$ cat src/design/madt_pkg.sv
// shared types and constants for the madt cpu table parser
// no dependencies; used by every module of the block
package madt_pkg;

	// cpu table geometry, fixed by the result field widths
	localparam int CPU_SLOTS = 16;
	localparam int SLOT_W    = 4;
	localparam int CNT_W     = 5;

	// header and record layout
	localparam logic [31:0] OFF_LEN_LO   = 32'd4;
	localparam logic [31:0] OFF_LEN_HI   = 32'd7;
	localparam logic [31:0] OFF_BASE_LO  = 32'd36;
	localparam logic [31:0] OFF_BASE_HI  = 32'd39;
	localparam logic [31:0] OFF_HDR_LAST = 32'd43;
	localparam logic [31:0] OFF_REC      = 32'd44;
	localparam logic [7:0]  REC_PROC     = 8'd0;
	localparam logic [7:0]  REC_IO       = 8'd1;
	localparam logic [7:0]  PROC_MIN_LEN = 8'd8;
	localparam logic [7:0]  IO_MIN_LEN   = 8'd12;
	localparam logic [7:0]  REC_MIN_LEN  = 8'd2;
	localparam logic [1:0]  CPU_EN_MASK  = 2'h3;

	// record field offsets
	localparam logic [7:0] RO_TYPE = 8'd0;
	localparam logic [7:0] RO_LEN  = 8'd1;
	localparam logic [7:0] RO_ID   = 8'd3;

	// result kinds
	localparam logic [2:0] KIND_LOCAL_BASE = 3'd0;
	localparam logic [2:0] KIND_CPU        = 3'd1;
	localparam logic [2:0] KIND_IO_ADDR    = 3'd2;
	localparam logic [2:0] KIND_TABLE_END  = 3'd3;
	localparam logic [2:0] KIND_ONLINE     = 3'd4;

	typedef struct packed {
		logic       command;
		logic [7:0] data_byte;
		logic       first_byte;
		logic [7:0] apic_id;
	} req_t;

	typedef struct packed {
		logic [2:0]       kind;
		logic [31:0]      value;
		logic [SLOT_W-1:0] slot;
		logic             found;
		logic [CNT_W-1:0] proc_total;
		logic [CNT_W-1:0] online_count;
		logic             last;
	} rsp_t;

	// write side of the result queue
	typedef struct packed {
		logic [1:0] num;
		rsp_t       first;
		rsp_t       second;
	} push_t;

endpackage

$ cat src/design/madt_out_fifo.sv
// four-entry result queue taking up to two items per cycle, handing out one
// depends on madt_pkg
module madt_out_fifo (
	input  logic                clk,
	input  logic                arst_n,
	input  madt_pkg::push_t     push,
	output logic                room2,
	output logic                rsp_valid,
	input  logic                rsp_ready,
	output madt_pkg::rsp_t      rsp
);
	import madt_pkg::*;

	rsp_t       mem_q [4];
	logic [1:0] wr_q;
	logic [1:0] rd_q;
	logic [2:0] cnt_q;
	logic       pop;

	assign rsp_valid = (cnt_q != 3'd0);
	assign rsp       = mem_q[rd_q];
	assign pop       = rsp_valid && rsp_ready;
	assign room2     = (cnt_q <= 3'd2);

	// storage
	always_ff @(posedge clk) begin
		if (push.num != 2'd0) begin
			mem_q[wr_q] <= push.first;
		end
		if (push.num == 2'd2) begin
			mem_q[wr_q + 2'd1] <= push.second;
		end
	end

	// pointers and fill count
	always_ff @(posedge clk or negedge arst_n) begin
		if (!arst_n) begin
			wr_q  <= 2'd0;
			rd_q  <= 2'd0;
			cnt_q <= 3'd0;
		end else begin
			wr_q  <= wr_q + push.num;
			rd_q  <= rd_q + {1'b0, pop};
			cnt_q <= cnt_q + {1'b0, push.num} - {2'b00, pop};
		end
	end

endmodule

$ cat src/design/madt_cpu_table_parser_core.sv
// channel | signals                    | item
// req     | req_valid, req_ready, req  | table byte or mark-online command
// rsp     | rsp_valid, rsp_ready, rsp  | one result, last marks the final one of an item
//
// one item is taken per cycle; its results land in a four-entry queue on the same edge
// the queue needs room for two results to take an item, so req stalls while three
// or more results wait
// an item giving two results needs two rsp transfers, which sets the sustained rate
// reset idles the parser until a byte with first_byte set; the cpu table starts empty
//
// top level of the madt cpu table parser; depends on madt_pkg and madt_out_fifo
module madt_cpu_table_parser_core (
	input  logic           clk,
	input  logic           arst_n,
	input  logic           req_valid,
	output logic           req_ready,
	input  madt_pkg::req_t req,
	output logic           rsp_valid,
	input  logic           rsp_ready,
	output madt_pkg::rsp_t rsp
);
	import madt_pkg::*;

	// parser state
	logic [31:0]       off_q, off_d;
	logic [31:0]       tl_q, tl_d;
	logic [7:0]        ro_q, ro_d;
	logic [7:0]        rl_q, rl_d;
	logic [7:0]        rt_q, rt_d;
	logic [31:0]       fs_q, fs_d;
	logic [7:0]        rid_q, rid_d;
	logic              done_q, done_d;
	logic [CNT_W-1:0]  rc_q, rc_d;
	logic [CNT_W-1:0]  onl_q, onl_d;
	logic [7:0]        ids_q [CPU_SLOTS];
	logic [CPU_SLOTS-1:0] flag_q;

	logic              accept;
	logic              room2;
	logic              clear_flags;
	logic              rec_we;
	logic              mark_we;
	logic              got;
	logic [SLOT_W-1:0] hit;
	push_t             push;

	assign req_ready = room2;
	assign accept    = req_valid && req_ready;

	// first matching id among recorded entries
	always_comb begin
		got = 1'b0;
		hit = '0;
		for (int i = CPU_SLOTS - 1; i >= 0; i--) begin
			if ((CNT_W'(i) < rc_q) && (ids_q[i] == req.apic_id)) begin
				got = 1'b1;
				hit = SLOT_W'(i);
			end
		end
	end

	// next state and results for one item
	always_comb begin
		logic [31:0] o;
		logic [7:0]  b;
		logic        stop;
		logic        has_first;
		rsp_t        first_r;
		rsp_t        end_r;

		off_d = off_q;
		tl_d  = tl_q;
		ro_d  = ro_q;
		rl_d  = rl_q;
		rt_d  = rt_q;
		fs_d  = fs_q;
		rid_d = rid_q;
		done_d = done_q;
		rc_d  = rc_q;
		onl_d = onl_q;
		clear_flags = 1'b0;
		rec_we  = 1'b0;
		mark_we = 1'b0;
		stop      = 1'b0;
		has_first = 1'b0;
		first_r   = '0;
		end_r     = '0;
		push      = '0;
		o = '0;
		b = req.data_byte;

		if (req.command) begin
			// mark online by id
			mark_we = got;
			if (got && !flag_q[hit]) begin
				onl_d = onl_q + CNT_W'(1);
			end
			first_r.kind         = KIND_ONLINE;
			first_r.slot         = hit;
			first_r.found        = got;
			first_r.proc_total   = rc_q;
			first_r.online_count = onl_d;
			first_r.last         = 1'b1;
			push.num   = 2'd1;
			push.first = first_r;
		end else if (req.first_byte || !done_q) begin
			// a new table clears everything before the byte is parsed
			if (req.first_byte) begin
				off_d = '0;
				tl_d  = '0;
				ro_d  = '0;
				rl_d  = '0;
				rt_d  = '0;
				fs_d  = '0;
				rid_d = '0;
				rc_d  = '0;
				onl_d = '0;
				clear_flags = 1'b1;
				done_d = 1'b0;
			end
			o = off_d;

			if (o inside {[OFF_LEN_LO:OFF_LEN_HI]}) begin
				// table length, little-endian
				tl_d[{o[1:0], 3'b000} +: 8] = tl_d[{o[1:0], 3'b000} +: 8] | b;
			end else if (o inside {[OFF_BASE_LO:OFF_BASE_HI]}) begin
				// local controller base
				if (o == OFF_BASE_LO) begin
					fs_d = '0;
				end
				fs_d[{o[1:0], 3'b000} +: 8] = fs_d[{o[1:0], 3'b000} +: 8] | b;
				if (o == OFF_BASE_HI) begin
					has_first       = 1'b1;
					first_r.kind    = KIND_LOCAL_BASE;
					first_r.value   = fs_d;
				end
			end else if (o >= OFF_REC) begin
				// record walk
				if (ro_d == RO_TYPE) begin
					rt_d  = b;
					fs_d  = '0;
					rid_d = '0;
				end else if (ro_d == RO_LEN) begin
					rl_d = b;
					stop = (b < REC_MIN_LEN);
				end else if (ro_d == RO_ID) begin
					rid_d = b;
				end else if (ro_d inside {[8'd4:8'd7]}) begin
					fs_d[{ro_d[1:0], 3'b000} +: 8] = fs_d[{ro_d[1:0], 3'b000} +: 8] | b;
				end
				if (!stop) begin
					if ((ro_d != RO_TYPE) && (ro_d + 8'd1 == rl_d)) begin
						// last byte of the record
						if ((rt_d == REC_PROC) && (rl_d >= PROC_MIN_LEN) &&
						    ((fs_d[1:0] & CPU_EN_MASK) != 2'b00) &&
						    (rc_d < CNT_W'(CPU_SLOTS))) begin
							rec_we          = 1'b1;
							has_first       = 1'b1;
							first_r.kind    = KIND_CPU;
							first_r.value   = {24'd0, rid_d};
							first_r.slot    = rc_d[SLOT_W-1:0];
							rc_d            = rc_d + CNT_W'(1);
						end else if ((rt_d == REC_IO) && (rl_d >= IO_MIN_LEN)) begin
							has_first       = 1'b1;
							first_r.kind    = KIND_IO_ADDR;
							first_r.value   = fs_d;
						end
						ro_d = '0;
					end else begin
						ro_d = ro_d + 8'd1;
					end
				end
			end

			// end of table
			if (!stop && (o >= OFF_HDR_LAST) &&
			    (({1'b0, o} + 33'd1) >= {1'b0, tl_d})) begin
				stop = 1'b1;
			end
			if (stop) begin
				done_d = 1'b1;
			end else begin
				off_d = o + 32'd1;
			end

			first_r.proc_total   = rc_d;
			first_r.online_count = onl_d;
			end_r.kind           = KIND_TABLE_END;
			end_r.proc_total     = rc_d;
			end_r.online_count   = onl_d;
			end_r.last           = 1'b1;
			first_r.last         = !stop;

			if (has_first) begin
				push.first = first_r;
				push.second = end_r;
				push.num   = stop ? 2'd2 : 2'd1;
			end else if (stop) begin
				push.first = end_r;
				push.num   = 2'd1;
			end
		end

		if (!accept) begin
			push.num = 2'd0;
		end
	end

	// control state
	always_ff @(posedge clk or negedge arst_n) begin
		if (!arst_n) begin
			off_q  <= '0;
			tl_q   <= '0;
			ro_q   <= '0;
			rl_q   <= '0;
			rt_q   <= '0;
			fs_q   <= '0;
			rid_q  <= '0;
			done_q <= 1'b1;
			rc_q   <= '0;
			onl_q  <= '0;
			flag_q <= '0;
		end else if (accept) begin
			off_q  <= off_d;
			tl_q   <= tl_d;
			ro_q   <= ro_d;
			rl_q   <= rl_d;
			rt_q   <= rt_d;
			fs_q   <= fs_d;
			rid_q  <= rid_d;
			done_q <= done_d;
			rc_q   <= rc_d;
			onl_q  <= onl_d;
			if (clear_flags) begin
				flag_q <= '0;
			end else if (rec_we) begin
				flag_q[rc_q[SLOT_W-1:0]] <= 1'b0;
			end else if (mark_we) begin
				flag_q[hit] <= 1'b1;
			end
		end
	end

	// cpu id table, only entries below the count are ever read
	always_ff @(posedge clk) begin
		if (accept && rec_we) begin
			ids_q[rc_d[SLOT_W-1:0] - SLOT_W'(1)] <= rid_d;
		end
	end

	madt_out_fifo u_fifo (
		.clk       (clk),
		.arst_n    (arst_n),
		.push      (push),
		.room2     (room2),
		.rsp_valid (rsp_valid),
		.rsp_ready (rsp_ready),
		.rsp       (rsp)
	);

endmodule

$ cat config.mk
export PLATFORM = sky130hd
export DESIGN_NAME = madt_cpu_table_parser_core
export DESIGN_NICKNAME = d
export VERILOG_FILES = /design/src/design/madt_pkg.sv /design/src/design/madt_out_fifo.sv /design/src/design/madt_cpu_table_parser_core.sv
export SDC_FILE = /design/constraint.sdc
export NUM_CORES = 1
export LEC_CHECK = 0
export BUFFER_PORTS_ARGS = -buffer_cell sky130_fd_sc_hd__buf_2
export CORE_UTILIZATION = 34
export CTS_CLUSTER_SIZE = 10
export DETAILED_ROUTE_END_ITERATION = 16
export GPL_ROUTABILITY_DRIVEN = 0
export RECOVER_POWER = 25
export SYNTH_ARGS = -nofsm -noshare
export SYNTH_HDL_FRONTEND = slang
export SYNTH_SLANG_ARGS = --single-unit
$ cat constraint.sdc
create_clock -name clk -period 13.5 [get_ports clk]
set_clock_uncertainty 0.1 [all_clocks]
set_input_delay 0.675 -clock clk [delete_from_list [all_inputs] [get_ports clk]]
set_output_delay 0.675 -clock clk [all_outputs]
set_load 0.005 [all_outputs]
==> results.yml <==
clocking:
  ctsHtreeMaxLevel: 2
  cts_buffers: 58
  clk_latency_ps: 630
  cts_max_path_buffers: 3
  path_clk_slew_ps: 50
  postCtsSetupRepairBufs: 0
  root_buffer: "clkbuf_16"
  cts_tree: "done"
  clkSinkCount: 494
placed_design:
  dp.cells: 3604
  port_buffers: 74
  hpwl_um: 52840
  pre_cts_ws_ps: 4275
logic_synthesis:
  ys_seq_area_frac: 0.4737
  synthDistinctLibCells: 89
  synth-edff-count: 180
  syn_avg_cell_area_um2: 10.04
  yosysWarnings: 0
  synth.cell_area_mm2: 0.02640
  synthFlopType: "edfxtp_1"
  synthCells: 2630
  async_flop_share: 0.3279
  ys_ff_latch: 494
  syn_nets: 2705
floorplanning:
  initial_core_util: 0.3458
  dieArea_mm2: 0.07876
  rows: 101
  coreArea_mm2: 0.07633
  fp.dieW_um: 280.6
  ios: 75
  die_h_um: 280.6
setup_path:
  cp.arrival_ps: 10600
  start_kind: "primary input"
  reg2reg_from: "off_q[14]"
  worst-path-max-fanout: 65
  reg2reg_slack_ps: 4490
  crit_path_end_kind: "flop"
  cp-startpoint: "req[8]"
  cp.required_ps: 13620
  path_class: "primary input to flop"
  r2r_cells: 24
global_routing:
  grt_pass1_vias: 19985
  antenna_found_initial: 2
  use_met2: 0.3294
  grt_overflow: 0
  grt_use_total: 0.1990
  met3_usage: 0.02648
  met1_usage: 0.2710
  grt.busiest_layer: "met2"
  grt_pass1_wl_um: 122200
  grt_max_degree: 73
power:
  leakage_nw: 10.39
  ir_drop_mv: 0.1359
  power.total_mw: 3.605
  power_density_mw_per_mm2: 122.8
timing:
  setup_viol: 0
  period_share: 0.7758
  report.final.slew_viol_count: 301
  layout_min_cycle_time_ps: 10470
  hold_slack_ps: 344.9
  worst_pin_slew_ps: 4063
  slew_headroom: -1.709
  grt_setup_unrepaired: "false"
  layout_setup_ws_ps: 3027
  timing.setup.tns_ps: 0
  max_clock_freq_mhz: 95.48
  hold_violations: 0
route:
  vias: 20748
  via_per_inst: 5.595
  wl_per_cell_um: 21.18
  first_pass_iters: 5
  drt_wl_total_um: 78540
  ant_nets: 0
  drc: 0
  drt-initial-drc-count: 1835
finish:
  drive_gt1_frac: 0.1027
  diodes: 0
  fin_cells: 3708
  nets: 2710
  area_delta_synth_final_pct: 11.21
job:
  cap_violations: 6
status:
  violations: "capacitance limit, slew limit"
  outcome: "finished with violations"
min_path:
  hp-class: "flop to flop"
  holdCritStartpoint: "u_fifo.mem_q[1][50]"
  hold_depth: 2
==> per-stage QoR <==
step,cell area [µm²],utilization
4_1_cts,29440,0.3857
3_5_place_dp,27730,0.3633
6_report,29350,0.3846
5_1_grt,29350,0.3846
3_3_place_gp,27730,0.3633
2_1_floorplan,26400,-
==> placed cells by master, fill, tap and decap left out, types with 25 or more instances in the layout <==
cell / Yosys / routed
buf_2: 29 / 36
mux2i_1: 29 / 29
nand3_1: 57 / 57
nor3_1: 39 / 38
dfrtp_1: 161 / 160
clkbuf_1: 114 / 79
a22o_1: 84 / 84
buf_4: 1 / 29
xor2_1: 42 / 42
mux2_2: 30 / 30
inv_1: 36 / 36
clkbuf_16: 0 / 58
mux4_2: 75 / 75
nand2_1: 366 / 365
dfxtp_1: 152 / 152
a21oi_1: 128 / 129
nor4_1: 25 / 25
ha_1: 52 / 52
nand4_1: 42 / 42
nor2_1: 171 / 169
a22oi_1: 67 / 67
edfxtp_1: 180 / 180
o21ai_0: 266 / 263
xnor2_1: 133 / 133
nor2b_1: 35 / 35
o22ai_1: 42 / 42
a21o_1: 38 / 38
==> final cells by class <==
| class | count | area (µm²) |
|---|---|---|
| Timing Repair Buffer | 110 | 573.1 |
| Clock buffer | 98 | 1652 |
| Tap cell | 1030 | 1289 |
| Clock inverter | 5 | 55.05 |
| Fill cell | 7629 | 46970 |
| Sequential cell | 494 | 12500 |
| Inverter | 37 | 138.9 |
| Multi-Input combinational cell | 1934 | 13140 |
==> state kept, by name (all words and copies together), names as in the netlist <==
name and flops:
tl_q 32, u_fifo.wr_q 2, done_q 1, rt_q 8, flag_q 16, u_fifo.rd_q 2
ids_q 128, rc_q 5, u_fifo.mem_q 204, off_q 32, u_fifo.cnt_q 3, fs_q 32
onl_q 5, rl_q 8, ro_q 8, rid_q 8
==> worst max-delay path, stage by stage <==
cell and delay (ps):
clkbuf_1 2180, nor2b_1 520, ha_1 590, nor2b_1 190
nand3_1 300, nor2_1 710, a22oi_1 200, ha_1 350
a21o_1 160, a21o_1 170, a21oi_1 130, o21ai_0 100
o31ai_1 290, a31oi_1 150, o41ai_1 420, buf_4 230
inv_1 50, ha_1 290, a21oi_1 440, nor2_1 150
a21oi_1 260, nor2_1 80, and2_1 410, nor2_4 880
inv_1 590
==> routing by layer <==
| layer | part of all wire | routed length, µm |
|---|---|---|
| met4 | 0.027 | 2093 |
| met2 | 0.48 | 37320 |
| met3 | 0.059 | 4657 |
| met1 | 0.44 | 34480 |
| met5 | 0 | 0 |
==> worst paths after layout <==
| kind | end |
|---|---|
| worst max-delay path | u_fifo.mem_q[2][0] |
| worst min-delay path | u_fifo.mem_q[1][50] |
| worst max register to register | u_fifo.mem_q[2][0] |
| worst min register to register | u_fifo.mem_q[1][50] |
| max in group asynchronous | flag_q[8] |
| min in group asynchronous | off_q[29] |
==> cell families after synthesis <==
| logic type | Yosys count | synth area share |
|---|---|---|
| XOR/XNOR | 175 | 0.05807 |
| adder cells (fa/ha/maj) | 53 | 0.02541 |
| AND/OR/NAND/NOR | 840 | 0.1477 |
| AO/OA/AOI/OAI | 730 | 0.1761 |
| buffers and inverters | 202 | 0.03024 |
| multiplexers | 136 | 0.08883 |
| flip-flops | 494 | 0.4737 |
==> report_power, final <==
group | total (mW) | internal [mW] | switching [mW] | leakage, nW
Sequential | 1.62 | 1.57 | 0.0473 | 4.85
Clock | 1.44 | 0.825 | 0.613 | 0.821
Combinational | 0.546 | 0.200 | 0.346 | 4.71
Total | 3.61 | 2.60 | 1.01 | 10.4
==> synthesized netlist by cell type, types with 38 or more instances <==
| master | count | share of area |
|---|---|---|
| a21o_1 | 38 | 0.011 |
| a21oi_1 | 128 | 0.024 |
| a22o_1 | 84 | 0.028 |
| a22oi_1 | 67 | 0.019 |
| clkbuf_1 | 114 | 0.016 |
| dfrtp_1 | 161 | 0.15 |
| dfxtp_1 | 152 | 0.12 |
| edfxtp_1 | 180 | 0.20 |
| ha_1 | 52 | 0.025 |
| mux4_2 | 75 | 0.064 |
| nand2_1 | 366 | 0.052 |
| nand3_1 | 57 | 0.011 |
| nand4_1 | 42 | 0.010 |
| nor2_1 | 171 | 0.024 |
| nor3_1 | 39 | 0.0074 |
| o21ai_0 | 266 | 0.050 |
| o22ai_1 | 42 | 0.010 |
| xnor2_1 | 133 | 0.044 |
| xor2_1 | 42 | 0.014 |
==> what timing repair did <==
action                                  in CTS  in global routing
hold buffers                                 1                  0
gates resized for setup                      0                  0
endpoints found under the setup margin       0                  0
endpoints found under the hold margin       40                  0
(Power assumes the default switching activity.)
